--- src/sv/tbtd_pkg.sv ---
// ----------------------------------------------------------------------------
// tbtd_pkg
// Shared types, field widths and condition test for the Thumb branch target
// decoder.
// ----------------------------------------------------------------------------
package tbtd_pkg;

  // Field widths and packed bus widths
  localparam int unsigned OpW    = 16;
  localparam int unsigned AddrW  = 32;
  localparam int unsigned FlagW  = 4;
  localparam int unsigned InW    = OpW + 5 * AddrW + FlagW;
  localparam int unsigned InBusW = ((InW + 7) / 8) * 8;
  localparam int unsigned OutW   = 1 + AddrW + 1 + AddrW;
  localparam int unsigned OutBusW = ((OutW + 7) / 8) * 8;
  // Largest POP slot offset is four times eight low registers
  localparam int unsigned SlotOfsW = 6;

  // Instruction classes that write PC
  typedef enum logic [3:0] {
    KIND_NONE,
    KIND_BCOND,
    KIND_B,
    KIND_BL,
    KIND_BLX1,
    KIND_BX,
    KIND_POP,
    KIND_MOV,
    KIND_ADD
  } kind_e;

  // Low-bit clearing applied to the target after the add
  typedef enum logic [1:0] {
    MASK_NONE,
    MASK_HALF,
    MASK_WORD
  } mask_e;

  // ARM condition codes
  typedef enum logic [3:0] {
    COND_EQ, COND_NE, COND_CS, COND_CC,
    COND_MI, COND_PL, COND_VS, COND_VC,
    COND_HI, COND_LS, COND_GE, COND_LT,
    COND_GT, COND_LE, COND_AL, COND_NV
  } cond_e;

  // Decoded request handed from the decode stage into the pipeline
  typedef struct packed {
    logic                taken;
    logic                thumb;
    mask_e               mask;
    logic                is_pop;
    logic [AddrW-1:0]    opnd_a;
    logic [AddrW-1:0]    opnd_b;
    logic [AddrW-1:0]    sp;
    logic [SlotOfsW-1:0] slot_ofs;
  } dec_t;

  // Standard condition test over N Z C V (bit 3 is N)
  function automatic logic cond_passes(cond_e cond, logic [FlagW-1:0] flags);
    logic n, z, c, v, res;
    n = flags[3];
    z = flags[2];
    c = flags[1];
    v = flags[0];
    case (cond)
      COND_EQ: res = z;
      COND_NE: res = !z;
      COND_CS: res = c;
      COND_CC: res = !c;
      COND_MI: res = n;
      COND_PL: res = !n;
      COND_VS: res = v;
      COND_VC: res = !v;
      COND_HI: res = c && !z;
      COND_LS: res = !c || z;
      COND_GE: res = (n == v);
      COND_LT: res = (n != v);
      COND_GT: res = !z && (n == v);
      COND_LE: res = z || (n != v);
      default: res = 1'b1;
    endcase
    return res;
  endfunction

endpackage

--- src/sv/tbtd_decode.sv ---
// ----------------------------------------------------------------------------
// tbtd_decode
// Classifies one Thumb opcode and selects the adder operands, target mask,
// resulting state bit and POP slot offset.
// ----------------------------------------------------------------------------
module tbtd_decode (
  input  logic [tbtd_pkg::OpW-1:0]   opcode_i,
  input  logic [tbtd_pkg::AddrW-1:0] pc_value_i,
  input  logic [tbtd_pkg::AddrW-1:0] lr_value_i,
  input  logic [tbtd_pkg::AddrW-1:0] sp_value_i,
  input  logic [tbtd_pkg::AddrW-1:0] rm_value_i,
  input  logic [tbtd_pkg::AddrW-1:0] stack_word_i,
  input  logic [tbtd_pkg::FlagW-1:0] cond_flags_i,
  output tbtd_pkg::dec_t             dec_o
);
  import tbtd_pkg::*;

  kind_e                kind;
  logic [AddrW-1:0]     off8_sx;
  logic [AddrW-1:0]     off11_sx;
  logic [AddrW-1:0]     off11_zx;
  logic [3:0]           reg_cnt;

  // Classify the opcode; the patterns do not overlap
  always_comb begin
    unique casez (opcode_i)
      16'b1101_????_????_????: kind = (opcode_i[11:8] != 4'hf) ? KIND_BCOND : KIND_NONE;
      16'b1110_0???_????_????: kind = KIND_B;
      16'b1111_1???_????_????: kind = KIND_BL;
      16'b1110_1???_????_????: kind = KIND_BLX1;
      16'b0100_0111_????_?000: kind = KIND_BX;
      16'b1011_1101_????_????: kind = KIND_POP;
      16'b0100_0110_1???_?111: kind = KIND_MOV;
      16'b0100_0100_1???_?111: kind = KIND_ADD;
      default:                 kind = KIND_NONE;
    endcase
  end

  // Branch offsets, already doubled
  assign off8_sx  = {{(AddrW-9){opcode_i[7]}}, opcode_i[7:0], 1'b0};
  assign off11_sx = {{(AddrW-12){opcode_i[10]}}, opcode_i[10:0], 1'b0};
  assign off11_zx = {{(AddrW-12){1'b0}}, opcode_i[10:0], 1'b0};

  // Count listed low registers of a POP
  always_comb begin
    reg_cnt = '0;
    for (int i = 0; i < 8; i++) begin
      reg_cnt = reg_cnt + {3'b000, opcode_i[i]};
    end
  end

  // Select operands per class; a request that is not taken adds zero to zero
  always_comb begin
    dec_o          = '0;
    dec_o.thumb    = 1'b1;
    dec_o.mask     = MASK_NONE;
    dec_o.sp       = sp_value_i;
    dec_o.slot_ofs = {reg_cnt, 2'b00};
    case (kind)
      KIND_BCOND: begin
        if (cond_passes(cond_e'(opcode_i[11:8]), cond_flags_i)) begin
          dec_o.taken  = 1'b1;
          dec_o.opnd_a = pc_value_i;
          dec_o.opnd_b = off8_sx;
        end
      end
      KIND_B: begin
        dec_o.taken  = 1'b1;
        dec_o.opnd_a = pc_value_i;
        dec_o.opnd_b = off11_sx;
      end
      KIND_BL: begin
        dec_o.taken  = 1'b1;
        dec_o.opnd_a = lr_value_i;
        dec_o.opnd_b = off11_zx;
      end
      KIND_BLX1: begin
        dec_o.taken  = 1'b1;
        dec_o.thumb  = 1'b0;
        dec_o.mask   = MASK_WORD;
        dec_o.opnd_a = lr_value_i;
        dec_o.opnd_b = off11_zx;
      end
      KIND_BX: begin
        dec_o.taken  = 1'b1;
        dec_o.thumb  = rm_value_i[0];
        dec_o.mask   = MASK_HALF;
        dec_o.opnd_a = rm_value_i;
      end
      KIND_POP: begin
        dec_o.taken  = 1'b1;
        dec_o.is_pop = 1'b1;
        dec_o.thumb  = stack_word_i[0];
        dec_o.mask   = MASK_HALF;
        dec_o.opnd_a = stack_word_i;
      end
      KIND_MOV: begin
        dec_o.taken  = 1'b1;
        dec_o.opnd_a = rm_value_i;
      end
      KIND_ADD: begin
        dec_o.taken  = 1'b1;
        dec_o.opnd_a = pc_value_i;
        dec_o.opnd_b = rm_value_i;
      end
      default: begin
        dec_o.taken = 1'b0;
      end
    endcase
  end

endmodule

--- src/sv/thumb_branch_target_decode.sv ---
// ----------------------------------------------------------------------------
// thumb_branch_target_decode
// Three-stage pipeline that predicts the PC target of one Thumb opcode.
// ----------------------------------------------------------------------------
// Usage:
//   Slave stream s_axis carries one request per opcode: the opcode, PC, LR,
//   SP, the Rm register value, the stack word a POP would load into PC, and
//   the NZCV flags. Master stream m_axis returns one result per request in
//   order: taken bit, target address, Thumb bit after the instruction and
//   the POP slot address.
//   An accepted request is registered in stage 1, then stage 2, then the
//   stage 3 output register, which drives m_axis tvalid.
//   The stages are decode and operand select, the 32-bit target and slot
//   adds, then masking and the output register. Throughput is one request
//   per cycle unless m_axis stalls; the adder stage sets the clock period.
//   Each stage carries its own valid bit and advances when the stage after
//   it is empty or moving, so bubbles close up while m_axis stalls. When the
//   receiver holds tready low with all stages full, s_axis tready drops and
//   the held result stays unchanged.
//   Reset clears all valid bits; the block then accepts at once.
// ----------------------------------------------------------------------------
module thumb_branch_target_decode (
  input  logic                          clk_i,
  input  logic                          rst_ni,
  input  logic                          s_axis_tvalid,
  output logic                          s_axis_tready,
  // opcode[15:0], pc_value[47:16], lr_value[79:48], sp_value[111:80],
  // rm_value[143:112], stack_word[175:144], cond_flags[179:176], zero pad
  input  logic [tbtd_pkg::InBusW-1:0]   s_axis_tdata,
  output logic                          m_axis_tvalid,
  input  logic                          m_axis_tready,
  // branch_taken[0], dest_address[32:1], thumb_after[33],
  // stack_slot_address[65:34], zero pad
  output logic [tbtd_pkg::OutBusW-1:0]  m_axis_tdata
);
  import tbtd_pkg::*;

  dec_t dec;

  // Stage 1: decoded request
  logic v1_q;
  dec_t s1_q;

  // Stage 2: sums
  logic             v2_q;
  logic             s2_taken_q, s2_thumb_q;
  mask_e            s2_mask_q;
  logic [AddrW-1:0] s2_sum_q, s2_slot_q;

  // Stage 3: output register
  logic             v3_q;
  logic             s3_taken_q, s3_thumb_q;
  logic [AddrW-1:0] s3_dest_q, s3_slot_q;

  logic             rdy1, rdy2, rdy3;
  logic [AddrW-1:0] dest_masked;

  tbtd_decode u_decode (
    .opcode_i     (s_axis_tdata[15:0]),
    .pc_value_i   (s_axis_tdata[47:16]),
    .lr_value_i   (s_axis_tdata[79:48]),
    .sp_value_i   (s_axis_tdata[111:80]),
    .rm_value_i   (s_axis_tdata[143:112]),
    .stack_word_i (s_axis_tdata[175:144]),
    .cond_flags_i (s_axis_tdata[179:176]),
    .dec_o        (dec)
  );

  // Stall chain: a stage advances when it is empty or its successor moves
  assign rdy3          = !v3_q || m_axis_tready;
  assign rdy2          = !v2_q || rdy3;
  assign rdy1          = !v1_q || rdy2;
  assign s_axis_tready = rdy1;

  // Valid bits
  always_ff @(posedge clk_i or negedge rst_ni) begin
    if (!rst_ni) begin
      v1_q <= 1'b0;
      v2_q <= 1'b0;
      v3_q <= 1'b0;
    end else begin
      if (rdy1) v1_q <= s_axis_tvalid;
      if (rdy2) v2_q <= v1_q;
      if (rdy3) v3_q <= v2_q;
    end
  end

  // Stage 1: hold the decoded request
  always_ff @(posedge clk_i) begin
    if (rdy1 && s_axis_tvalid) begin
      s1_q <= dec;
    end
  end

  // Stage 2: add target operands and compute the POP slot address
  always_ff @(posedge clk_i) begin
    if (rdy2 && v1_q) begin
      s2_taken_q <= s1_q.taken;
      s2_thumb_q <= s1_q.thumb;
      s2_mask_q  <= s1_q.mask;
      s2_sum_q   <= s1_q.opnd_a + s1_q.opnd_b;
      s2_slot_q  <= s1_q.is_pop ? (s1_q.sp + {{(AddrW-SlotOfsW){1'b0}}, s1_q.slot_ofs})
                                : '0;
    end
  end

  // Clear low target bits as the instruction class asks
  always_comb begin
    case (s2_mask_q)
      MASK_HALF: dest_masked = {s2_sum_q[AddrW-1:1], 1'b0};
      MASK_WORD: dest_masked = {s2_sum_q[AddrW-1:2], 2'b00};
      default:   dest_masked = s2_sum_q;
    endcase
  end

  // Stage 3: output register
  always_ff @(posedge clk_i) begin
    if (rdy3 && v2_q) begin
      s3_taken_q <= s2_taken_q;
      s3_thumb_q <= s2_thumb_q;
      s3_dest_q  <= dest_masked;
      s3_slot_q  <= s2_slot_q;
    end
  end

  assign m_axis_tvalid = v3_q;
  assign m_axis_tdata  = {{(OutBusW-OutW){1'b0}}, s3_slot_q, s3_thumb_q, s3_dest_q,
                          s3_taken_q};

  // A result that does not branch reports a zero target and Thumb state
  a_not_taken_dest: assert property (@(posedge clk_i) disable iff (!rst_ni)
    (m_axis_tvalid && !s3_taken_q) |-> (s3_dest_q == '0 && s3_thumb_q))
    else $error("not-taken result with nonzero target or ARM state");

  // Only a POP, which is always taken, reports a slot address
  a_slot_only_taken: assert property (@(posedge clk_i) disable iff (!rst_ni)
    (m_axis_tvalid && !s3_taken_q) |-> (s3_slot_q == '0))
    else $error("slot address on a result that does not branch");

  // Back-pressure reaches the input only when all stages are full and m_axis stalls
  a_stall_source: assert property (@(posedge clk_i) disable iff (!rst_ni)
    !s_axis_tready |-> (v1_q && v2_q && v3_q && !m_axis_tready))
    else $error("input stalled while a pipeline stage is free");

endmodule
--- config.mk ---
export PLATFORM = sky130hd
export DESIGN_NAME = thumb_branch_target_decode
export DESIGN_NICKNAME = d
export VERILOG_FILES = /design/src/sv/tbtd_pkg.sv /design/src/sv/tbtd_decode.sv /design/src/sv/thumb_branch_target_decode.sv
export SDC_FILE = /design/constraint.sdc
export NUM_CORES = 1
export LEC_CHECK = 0
export ABC_AREA = 0
export BUFFER_PORTS_ARGS = -buffer_cell sky130_fd_sc_hd__buf_2
export CAP_MARGIN = 20
export CORE_UTILIZATION = 54
export CTS_CLUSTER_SIZE = 30
export DETAILED_ROUTE_END_ITERATION = 6
export MAX_ROUTING_LAYER = met4
export PLACE_DENSITY_LB_ADDON = 0.2
export SLEW_MARGIN = 5
export SYNTH_ARGS = -nofsm -noshare
export SYNTH_HDL_FRONTEND = slang
export SYNTH_SLANG_ARGS = --single-unit
--- constraint.sdc ---
create_clock -name clk_i -period 4.5 [get_ports clk_i]
set_clock_uncertainty 0.05 [all_clocks]
set_input_delay 0.9 -clock clk_i [delete_from_list [all_inputs] [get_ports clk_i]]
set_output_delay 0.9 -clock clk_i [all_outputs]
set_load 0.05 [all_outputs]
==> results of run 1 <==
[report_power, final]
part           switching [mW]  internal (mW)  leakage, nW
Clock                   0.821           1.31        0.414
Combinational           0.658          0.309         2.94
Sequential             0.0777           2.78         2.38
Total                    1.56           4.40         5.74
[cell type report]
cell class / instances / area share
Inverter: 34 / 0.00932
Clock inverter: 15 / 0.0151
Timing Repair Buffer: 260 / 0.0966
Tap cell: 270 / 0.0247
Sequential cell: 242 / 0.529
Multi-Input combinational cell: 514 / 0.278
Clock buffer: 30 / 0.0470
[registers in the layout, summed over array words and instances, names as in the netlist]
| register | cells |
|---|---|
| s3_taken_q | 1 |
| m_axis_tvalid | 1 |
| v2_q | 1 |
| v1_q | 1 |
| s1_q | 105 |
| s3_slot_q | 32 |
| s3_thumb_q | 1 |
| s2_mask_q | 2 |
| s2_taken_q | 1 |
| s2_thumb_q | 1 |
| s3_dest_q | 32 |
| s2_slot_q | 32 |
| s2_sum_q | 32 |
[worst max-delay path: stages, from the launching register on]
cell	delay, ps
edfxtp_1	370
ha_1	370
a21o_1	210
a21o_1	170
a2111oi_0	560
nor2_1	80
o31ai_1	750
o311ai_0	310
[synthesized netlist by cell type (11+ instances only)]
cell      instances  area, sq um
edfxtp_1        239         7180
nand3_1          19         95.1
o21ai_0          28          140
a21o_1           33          248
ha_1             40          500
a22o_1           40          350
nand2b_1         12         75.1
xnor2_1          31          272
nand2_1          34          128
nor2b_1          11         68.8
nor2_1           33          124
a221o_1          35          350
inv_1            33          124
and2_1           31          194
clkbuf_1         28          105
a21oi_1          30          150
xor2_1           20          175
[how the worst max path moves through the flow]
| stage | slack (ps) | end | startpoint | cells past startpoint |
|---|---|---|---|---|
| after detailed placement | 930 | s1_q[72]$_DFFE_PP_ | s_axis_tdata[176] | 9 |
| final | 1320 | s2_sum_q[31]$_DFFE_PP_ | s1_q[60]$_DFFE_PP_ | 7 |
| after global placement | 960 | s1_q[72]$_DFFE_PP_ | s_axis_tdata[176] | 9 |
| after floorplan | 110 | s1_q[100]$_DFFE_PP_ | m_axis_tready | 3 |
| after global routing | 1260 | s2_sum_q[31]$_DFFE_PP_ | s1_q[60]$_DFFE_PP_ | 7 |
| after CTS | 1420 | s2_sum_q[31]$_DFFE_PP_ | s1_q[60]$_DFFE_PP_ | 7 |
[cell families after synthesis]
logic type,after synthesis
multiplexers,2
AND/OR/NAND/NOR,193
adder cells (fa/ha/maj),46
flip-flops,242
XOR/XNOR,51
other,1
AO/OA/AOI/OAI,216
buffers and inverters,77
[metrics by stage]
step | instances | hold WS (ps) | util
after floorplan | 833 | 350 | -
after global placement | 1320 | 350 | 0.627
after CTS | 1365 | 102 | 0.668
after detailed placement | 1320 | 355 | 0.627
after global routing | 1365 | 114 | 0.668
final | 1365 | 121 | 0.668
[metal layers]
| metal | track usage | wire, microns | up-vias |
|---|---|---|---|
| met1 | 0.298 | 9850 | 3585 |
| met5 | - | 0 | - |
| met2 | 0.390 | 12000 | 366 |
| met3 | 0.0366 | 2070 | 48 |
| met4 | 0.0773 | 677 | 0 |
| li1 | - | - | 3675 |
==> metrics.txt, run 1 <==
PD cells=between 400 and 500 nW/um^2; most frequent cells in the layout=buf_2 (251), edfxtp_1 (239), a22o_1 (40), ha_1 (40), a221o_1 (35); fraction of the mapped netlist area in compound gates=0.143; f_max=approximately 310 MHz; EDFF count, synth=around 240; Cells after Synth=slightly above 800; largest family of logic cells by synthesized area=compound AO/OA/AOI/OAI gates; sum of negative setup slack=0 ps; Hold Crit Class=in2async; worst r2r path cells=7; fraction of layout cells with a size suffix above 1=0.286; Yosys warnings=0; MaxCap Viol Count=0; Ports=262; largest net degree at the start of global routing=52; Reg clk slew, reported paths=60 ps; CTS sink count=roughly 240; CTS tree=yes; WP data required=roughly 4700 ps; Distinct cells, synth=66; mux share of post-synthesis cell area=0.00176; final instance area=13700 sq um; min setup slack post-route=1320 ps; Avg Cell Area, Syn=13.8 sq um; DRC=0; vias=around 7.7k; Peak VDD IR=338 uV; Total Die Area=about 22000 sq um; endpoint class of the critical path=flop; clk buf depth=3; hpwl dp=18400 microns; unrepaired setup endpoints after global routing=no; RePlAce Congestion=slightly above 0.9; fin nets=1311; Post-DRT Antenna Nets=0; startpoint types=flop; postcts setup bufs=0; Main synth FF type=edfxtp_1; detailed router's first-iteration violation count=around 420; Rows=52; Worst R2R Start=s1_q[60]$_DFFE_PP_; register area share after synthesis=0.636; Adder-Cell Fraction of Synth Area=0.0544; Multi-input gate area=3800 sq um; xor/xnor cell area share of the yosys netlist=0.0392; kind of critical path=reg2reg; async set-or-reset flop fraction in the synthesized netlist=0.0124; # diodes=0; latest clock arrival within the worst-skew pair=between 500 and 600 ps; Post-CTS Resized=0; global-route wire length before repair=roughly 38000 microns; Mapped Area=approximately 11000 sq um; H-tree levels=1; Die W=about 150 microns; max-slew violations=0; CTS Hold Buffers Added=0; overall routing resource usage=0.236; post-layout min period=3180 ps; drt pass-1 iters=5; core box area=about 20000 sq um; critical-path maximum fanout=5; Initial Util=0.556; R2R Path End=s2_sum_q[31]$_DFFE_PP_; number of CTS-inserted buffers=25; Worst Path Arrival=between 3000 and 4000 ps; fillers=~1.5k; drt wl/cell=between 15 and 20 microns; Final setup viols=0; synthesized flop and latch total=242; Slew @ Worst Pin=roughly 940 ps; relative slew slack=0.372; Register Area=between 7000 and 8000 sq um; Final Hold Viols=0; Worst R2R Setup Slack=around 1300 ps; Layout area overhead=20.2%; Vias/cell=5.62; total power=between 5 and 6 mW; initial antenna violation count=0; Post-DP Area=12800 sq um; leak pwr=5.74 nW; IO buf count=about 250; status=completed; Root Buffer=clkbuf_16; leading cell type in the layout, fill and taps excluded=buf_2; WL final=about 25000 microns; post-synthesis simple-gate area fraction=0.0913; pre-CTS WS=around 930 ps; Period Utilization, post-route=0.706; Remaining Overflow, GRT=0; number of global-route vias before repair=7401; die height=between 100 and 150 microns
(Power assumes the default switching activity.)
==> run 2, diff against run 1 <==
- clock period: 4.5 -> 2.95 ns (I/O delays scaled with it)
==> run 2 against run 1 <==
  * Worst setup slack lost 1200 ps
  * Flip-flop and latch count is the same
  * Final area grew 0.48%
  * Largest cell class unchanged
  * Critical path type unchanged
  * Die area is the same
  * Highest routed layer unchanged
==> metrics.txt, run 2 (same netlist as run 1, synthesis figures left out) <==
Total Die Area=~22000 sq um; global-route wire length before repair=38600 microns; vias=slightly below 8k; Inst Count DP=between 1k and 1.5k; number of CTS-inserted buffers=25; final instance area=between 10000 and 15000 sq um; Rows=52; unrepaired setup endpoints after global routing=no; largest net degree at the start of global routing=69; Initial Util=0.556; drt pass-1 iters=5; Hold Crit Class=in2reg; initial antenna violation count=3; Slew @ Worst Pin=785 ps; Worst R2R Start=s1_q[38]$_DFFE_PP_; latest clock arrival within the worst-skew pair=510 ps; Final setup viols=0; Root Buffer=clkbuf_16; Peak VDD IR=~360 uV; core box area=approximately 20000 sq um; end-of-flow core utilization=0.672; Worst Path Arrival=3000 ps; fin nets=~1.3k; Remaining Overflow, GRT=0; WL final=~25000 microns; Die W=147 microns; detailed router's first-iteration violation count=417; WP data required=~3200 ps; worst hold start=s_axis_tdata[86]; overall routing resource usage=0.237; leak pwr=just under 6 nW; H-tree levels=1; total power=slightly below 9 mW; min setup slack post-route=about 140 ps; Period Utilization, post-route=0.951; largest register by flop count=s1_q; f_max=between 300 and 400 MHz; relative slew slack=0.477; Vias/cell=roughly 5.6; leading cell type in the layout, fill and taps excluded=buf_2; RePlAce Congestion=roughly 0.9; IO buf count=251; kind of critical path=reg2reg; number of global-route vias before repair=around 7.5k; hpwl dp=about 18000 microns; post-layout min period=between 2000 and 3000 ps; endpoint class of the critical path=flop; CTS sink count=around 240; crit path from=s1_q[38]$_DFFE_PP_; clk buf depth=3; Final Hold Viols=0; Post-DRT Antenna Nets=0; PD cells=631 nW/um^2; die height=about 150 microns; status=completed; sum of negative setup slack=0 ps; max reg flops=~110; Ports=262; critical-path maximum fanout=3; Reg clk slew, reported paths=60 ps; Finished Layout Cells=1375; fraction of layout cells with a size suffix above 1=0.291; max-slew violations=0; Post-DP Area=13000 sq um; Layout area overhead=20.7%; CTS tree=yes; MaxCap Viol Count=0; drt wl/cell=roughly 18 microns; most frequent cells in the layout=buf_2 (251), edfxtp_1 (239), a22o_1 (40), ha_1 (40), a221o_1 (35); pre-CTS WS=-229 ps; startpoint types=flop; DRC=0; Fin Hold WS=~200 ps
## run 2: cell types whose count changed in the layout (fill, tap and decap cells not counted), moves of 3 or more
cell       before  now
bufinv_16       5    1
buf_4           9   15
buf_12          0    7
diode_2         0    3
## run 2: worst max-delay path: stages (launching register included)
cell      delay (ps)
edfxtp_1         350
ha_1             200
inv_1             70
fa_1             430
nor2b_1          190
o21bai_1         110
a31o_2           270
o21ai_2          220
buf_4            150
a41oi_1          170
o21ai_0          250
xor2_1            90
## run 2: worst paths after layout
kind | to | slack [ps] | cells after the start
hold / removal | s1_q[12]$_DFFE_PP_ | 200 | 1
min in group asynchronous | m_axis_tvalid$_DFFE_PN0P_ | 370 | 2
max in group asynchronous | v2_q$_DFFE_PN0P_ | 2370 | 2
setup reg to reg | s2_sum_q[20]$_DFFE_PP_ | 140 | 11
setup / recovery | s2_sum_q[20]$_DFFE_PP_ | 140 | 11
hold reg to reg | s3_dest_q[10]$_DFFE_PP_ | 370 | 0
## run 2: routing by layer
metal / track usage / vias up / part of all wire
li1: - / 3701 / -
met1: 0.305 / 3624 / 0.42
met2: 0.385 / 347 / 0.48
met3: 0.0301 / 61 / 0.067
met4: 0.0918 / 0 / 0.035
met5: - / - / 0
## run 2: timing repair
| item | CTS | global route |
|---|---|---|
| setup buffers | 0 | 0 |
| resized for setup | 0 | 2 |
| endpoints found under the hold margin | 3 | 0 |
| hold buffers | 1 | 0 |
| endpoints found under the setup margin | 0 | 4 |
## run 2: area by class of cell
| class | count | area, sq um |
|---|---|---|
| Sequential cell | 242 | 7250 |
| Fill cell | 1499 | 6730 |
| Multi-Input combinational cell | 514 | 3810 |
| Timing Repair Buffer | 274 | 1520 |
| Clock buffer | 29 | 641 |
| Tap cell | 270 | 338 |
| Inverter | 34 | 128 |
| Clock inverter | 9 | 70.1 |
| Antenna cell | 3 | 7.51 |
## run 2: where the power goes
| group | total [mW] | leakage (nW) | switching (mW) | internal, mW |
|---|---|---|---|---|
| sequential | 4.36 | 2.38 | 0.118 | 4.24 |
| clock | 2.82 | 0.352 | 1.20 | 1.62 |
| combinational | 1.52 | 3.04 | 1.02 | 0.501 |
==> run 3, diff against run 2 <==
- ABC_AREA: 0 -> 1
- CORE_UTILIZATION: 54 -> 56
- MAX_ROUTING_LAYER: met4 -> not set
==> run 3 against run 2 <==
  * Sequential share of layout area fell by 6.3 points
  * Global-route usage rose by 3.5 points
  * Non-clock buffer count fell by 7
  * Flip-flop and latch count did not move
  * Highest routed layer unchanged
  * Area after synthesis rose by 16%
  * Sequential power rose by 9.2%
  * Critical path depth did not move
  * Count of clock-buffer cells in the layout rose by 5
==> metrics.txt, run 3 <==
status=completed; Fin Hold WS=191 ps; worst r2r path cells=13; WP data required=between 3000 and 4000 ps; Rows=55; DRC=0; final instance area=15600 sq um; CTS sink count=242; PD cells=around 660 nW/um^2; drt pass-1 iters=6; Worst Path Arrival=3000 ps; Main synth FF type=edfxtp_1; Inst Count DP=2054; fraction of layout cells with a size suffix above 1=0.186; most frequent cells after synthesis=nand2_1 (566), edfxtp_1 (239), inv_1 (173); Initial Util=0.577; drt wl/cell=roughly 15 microns; clk buf depth=3; IO buf count=around 250; Root Buffer=clkbuf_16; WL final=between 30000 and 40000 microns; end-of-flow core utilization=0.684; RePlAce Congestion=approximately 0.94; crit path from=s_axis_tdata[0]; pre-CTS WS=-221 ps; startpoint types=primary input; Avg Cell Area, Syn=just under 9 sq um; Yosys warnings=0; max reg flops=105; Post-CTS Resized=0; kind of critical path=in2reg; Remaining Overflow, GRT=0; Post-DRT Antenna Nets=0; Hold Crit Class=in2reg; H-tree levels=1; most frequent cells in the layout=nand2_1 (563), buf_2 (251), edfxtp_1 (239), inv_1 (170), nand3_1 (131); f_max=roughly 380 MHz; Finished Layout Cells=2102; max-slew violations=0; MaxCap Viol Count=0; Reg clk slew, reported paths=~60 ps; Cells after Synth=roughly 1.5k; overall routing resource usage=0.272; fin nets=about 2k; relative slew slack=0.548; CTS tree=yes; Mapped Area=between 10000 and 15000 sq um; Post-DP Area=between 10000 and 15000 sq um; critical-path maximum fanout=2; CTS Hold Buffers Added=1; Vias/cell=5.18; postcts setup bufs=0; Synth top area share=0.545; leading cell type in the layout, fill and taps excluded=nand2_1; latest clock arrival within the worst-skew pair=520 ps; Worst R2R Setup Slack=about 500 ps; Layout area overhead=18.6%; initial antenna violation count=1; register area share after synthesis=0.550; Final setup viols=0; EDFF count, synth=239; hpwl dp=approximately 25000 microns; core box area=between 20000 and 25000 sq um; min setup slack post-route=around 300 ps; detailed router's first-iteration violation count=874; most numerous cell in the Yosys netlist=nand2_1; CP Capture Point=s1_q[3]$_DFFE_PP_; Distinct cells, synth=roughly 40; main area contributors after synthesis=edfxtp_1 (54%), nand2_1 (16%), nand3_1 (5.0%); endpoint class of the critical path=flop; Die W=155 microns; post-layout min period=~2600 ps; Peak VDD IR=approximately 460 uV; number of global-route vias before repair=around 10k; vias=roughly 11k; async set-or-reset flop fraction in the synthesized netlist=0.0124; Total Die Area=24200 sq um; total power=a little over 10 mW; unrepaired setup endpoints after global routing=no; global-route wire length before repair=between 50000 and 60000 microns; synthesized flop and latch total=between 200 and 250; leak pwr=7.52 nW; sum of negative setup slack=0 ps; Worst R2R Start=s1_q[38]$_DFFE_PP_; Ports=between 200 and 300; die height=around 160 microns; R2R Path End=s2_sum_q[30]$_DFFE_PP_; Period Utilization, post-route=0.898; Final Hold Viols=0; number of CTS-inserted buffers=25; Slew @ Worst Pin=676 ps; largest register by flop count=s1_q; largest net degree at the start of global routing=between 90 and 100; fillers=about 1.9k; leading area contributor after synthesis=edfxtp_1
run 3: kinds of logic after synthesis:
logic type	after synthesis	synth area share
AND/OR/NAND/NOR	887	0.278
flip-flops	242	0.550
buffers and inverters	223	0.0728
AO/OA/AOI/OAI	94	0.0394
adder cells (fa/ha/maj)	46	0.0471
XOR/XNOR	18	0.0120
other	1	0.000285
run 3: area by class of cell:
cell class,instances,area [sq um],area share
clock buffers,34,679,0.0435
flip-flops and latches,242,7250,0.464
diodes,1,2.50,0.000160
clock inverters,12,145,0.00928
inverters,182,699,0.0447
well taps,313,392,0.0250
multi-input cells,1051,5030,0.322
repair buffers,267,1430,0.0914
run 3: report_power, final:
group	switching, mW	internal (mW)
clock network	1.23	1.88
registers	0.191	4.57
logic	1.87	0.621
total	3.29	7.07
run 3: worst max-delay path, stage by stage:
cell	delay, ps
buf_2	90
inv_1	40
ha_1	280
inv_1	70
fa_1	420
fa_1	490
inv_1	50
fa_1	380
inv_1	90
fa_1	420
inv_1	60
run 3: per-layer routing:
layer / track usage / part of all wire
met3: 0.0340 / 0.081
met2: 0.442 / 0.46
met4: 0.0696 / 0.022
met1: 0.390 / 0.44
met5: 0 / 0
run 3: worst min-delay path by stage:
stage                                 start                         to  slack [ps]  cells past startpoint
final                     s_axis_tdata[109]         s1_q[35]$_DFFE_PP_         190                      1
after detailed placement             rst_ni           v2_q$_DFFE_PN0P_         340                      1
after global placement               rst_ni           v2_q$_DFFE_PN0P_         340                      1
after CTS                 s_axis_tdata[103]         s1_q[29]$_DFFE_PP_         180                      1
after floorplan                      rst_ni  m_axis_tvalid$_DFFE_PN0P_         240                      0
after global routing      s_axis_tdata[103]         s1_q[29]$_DFFE_PP_         180                      1
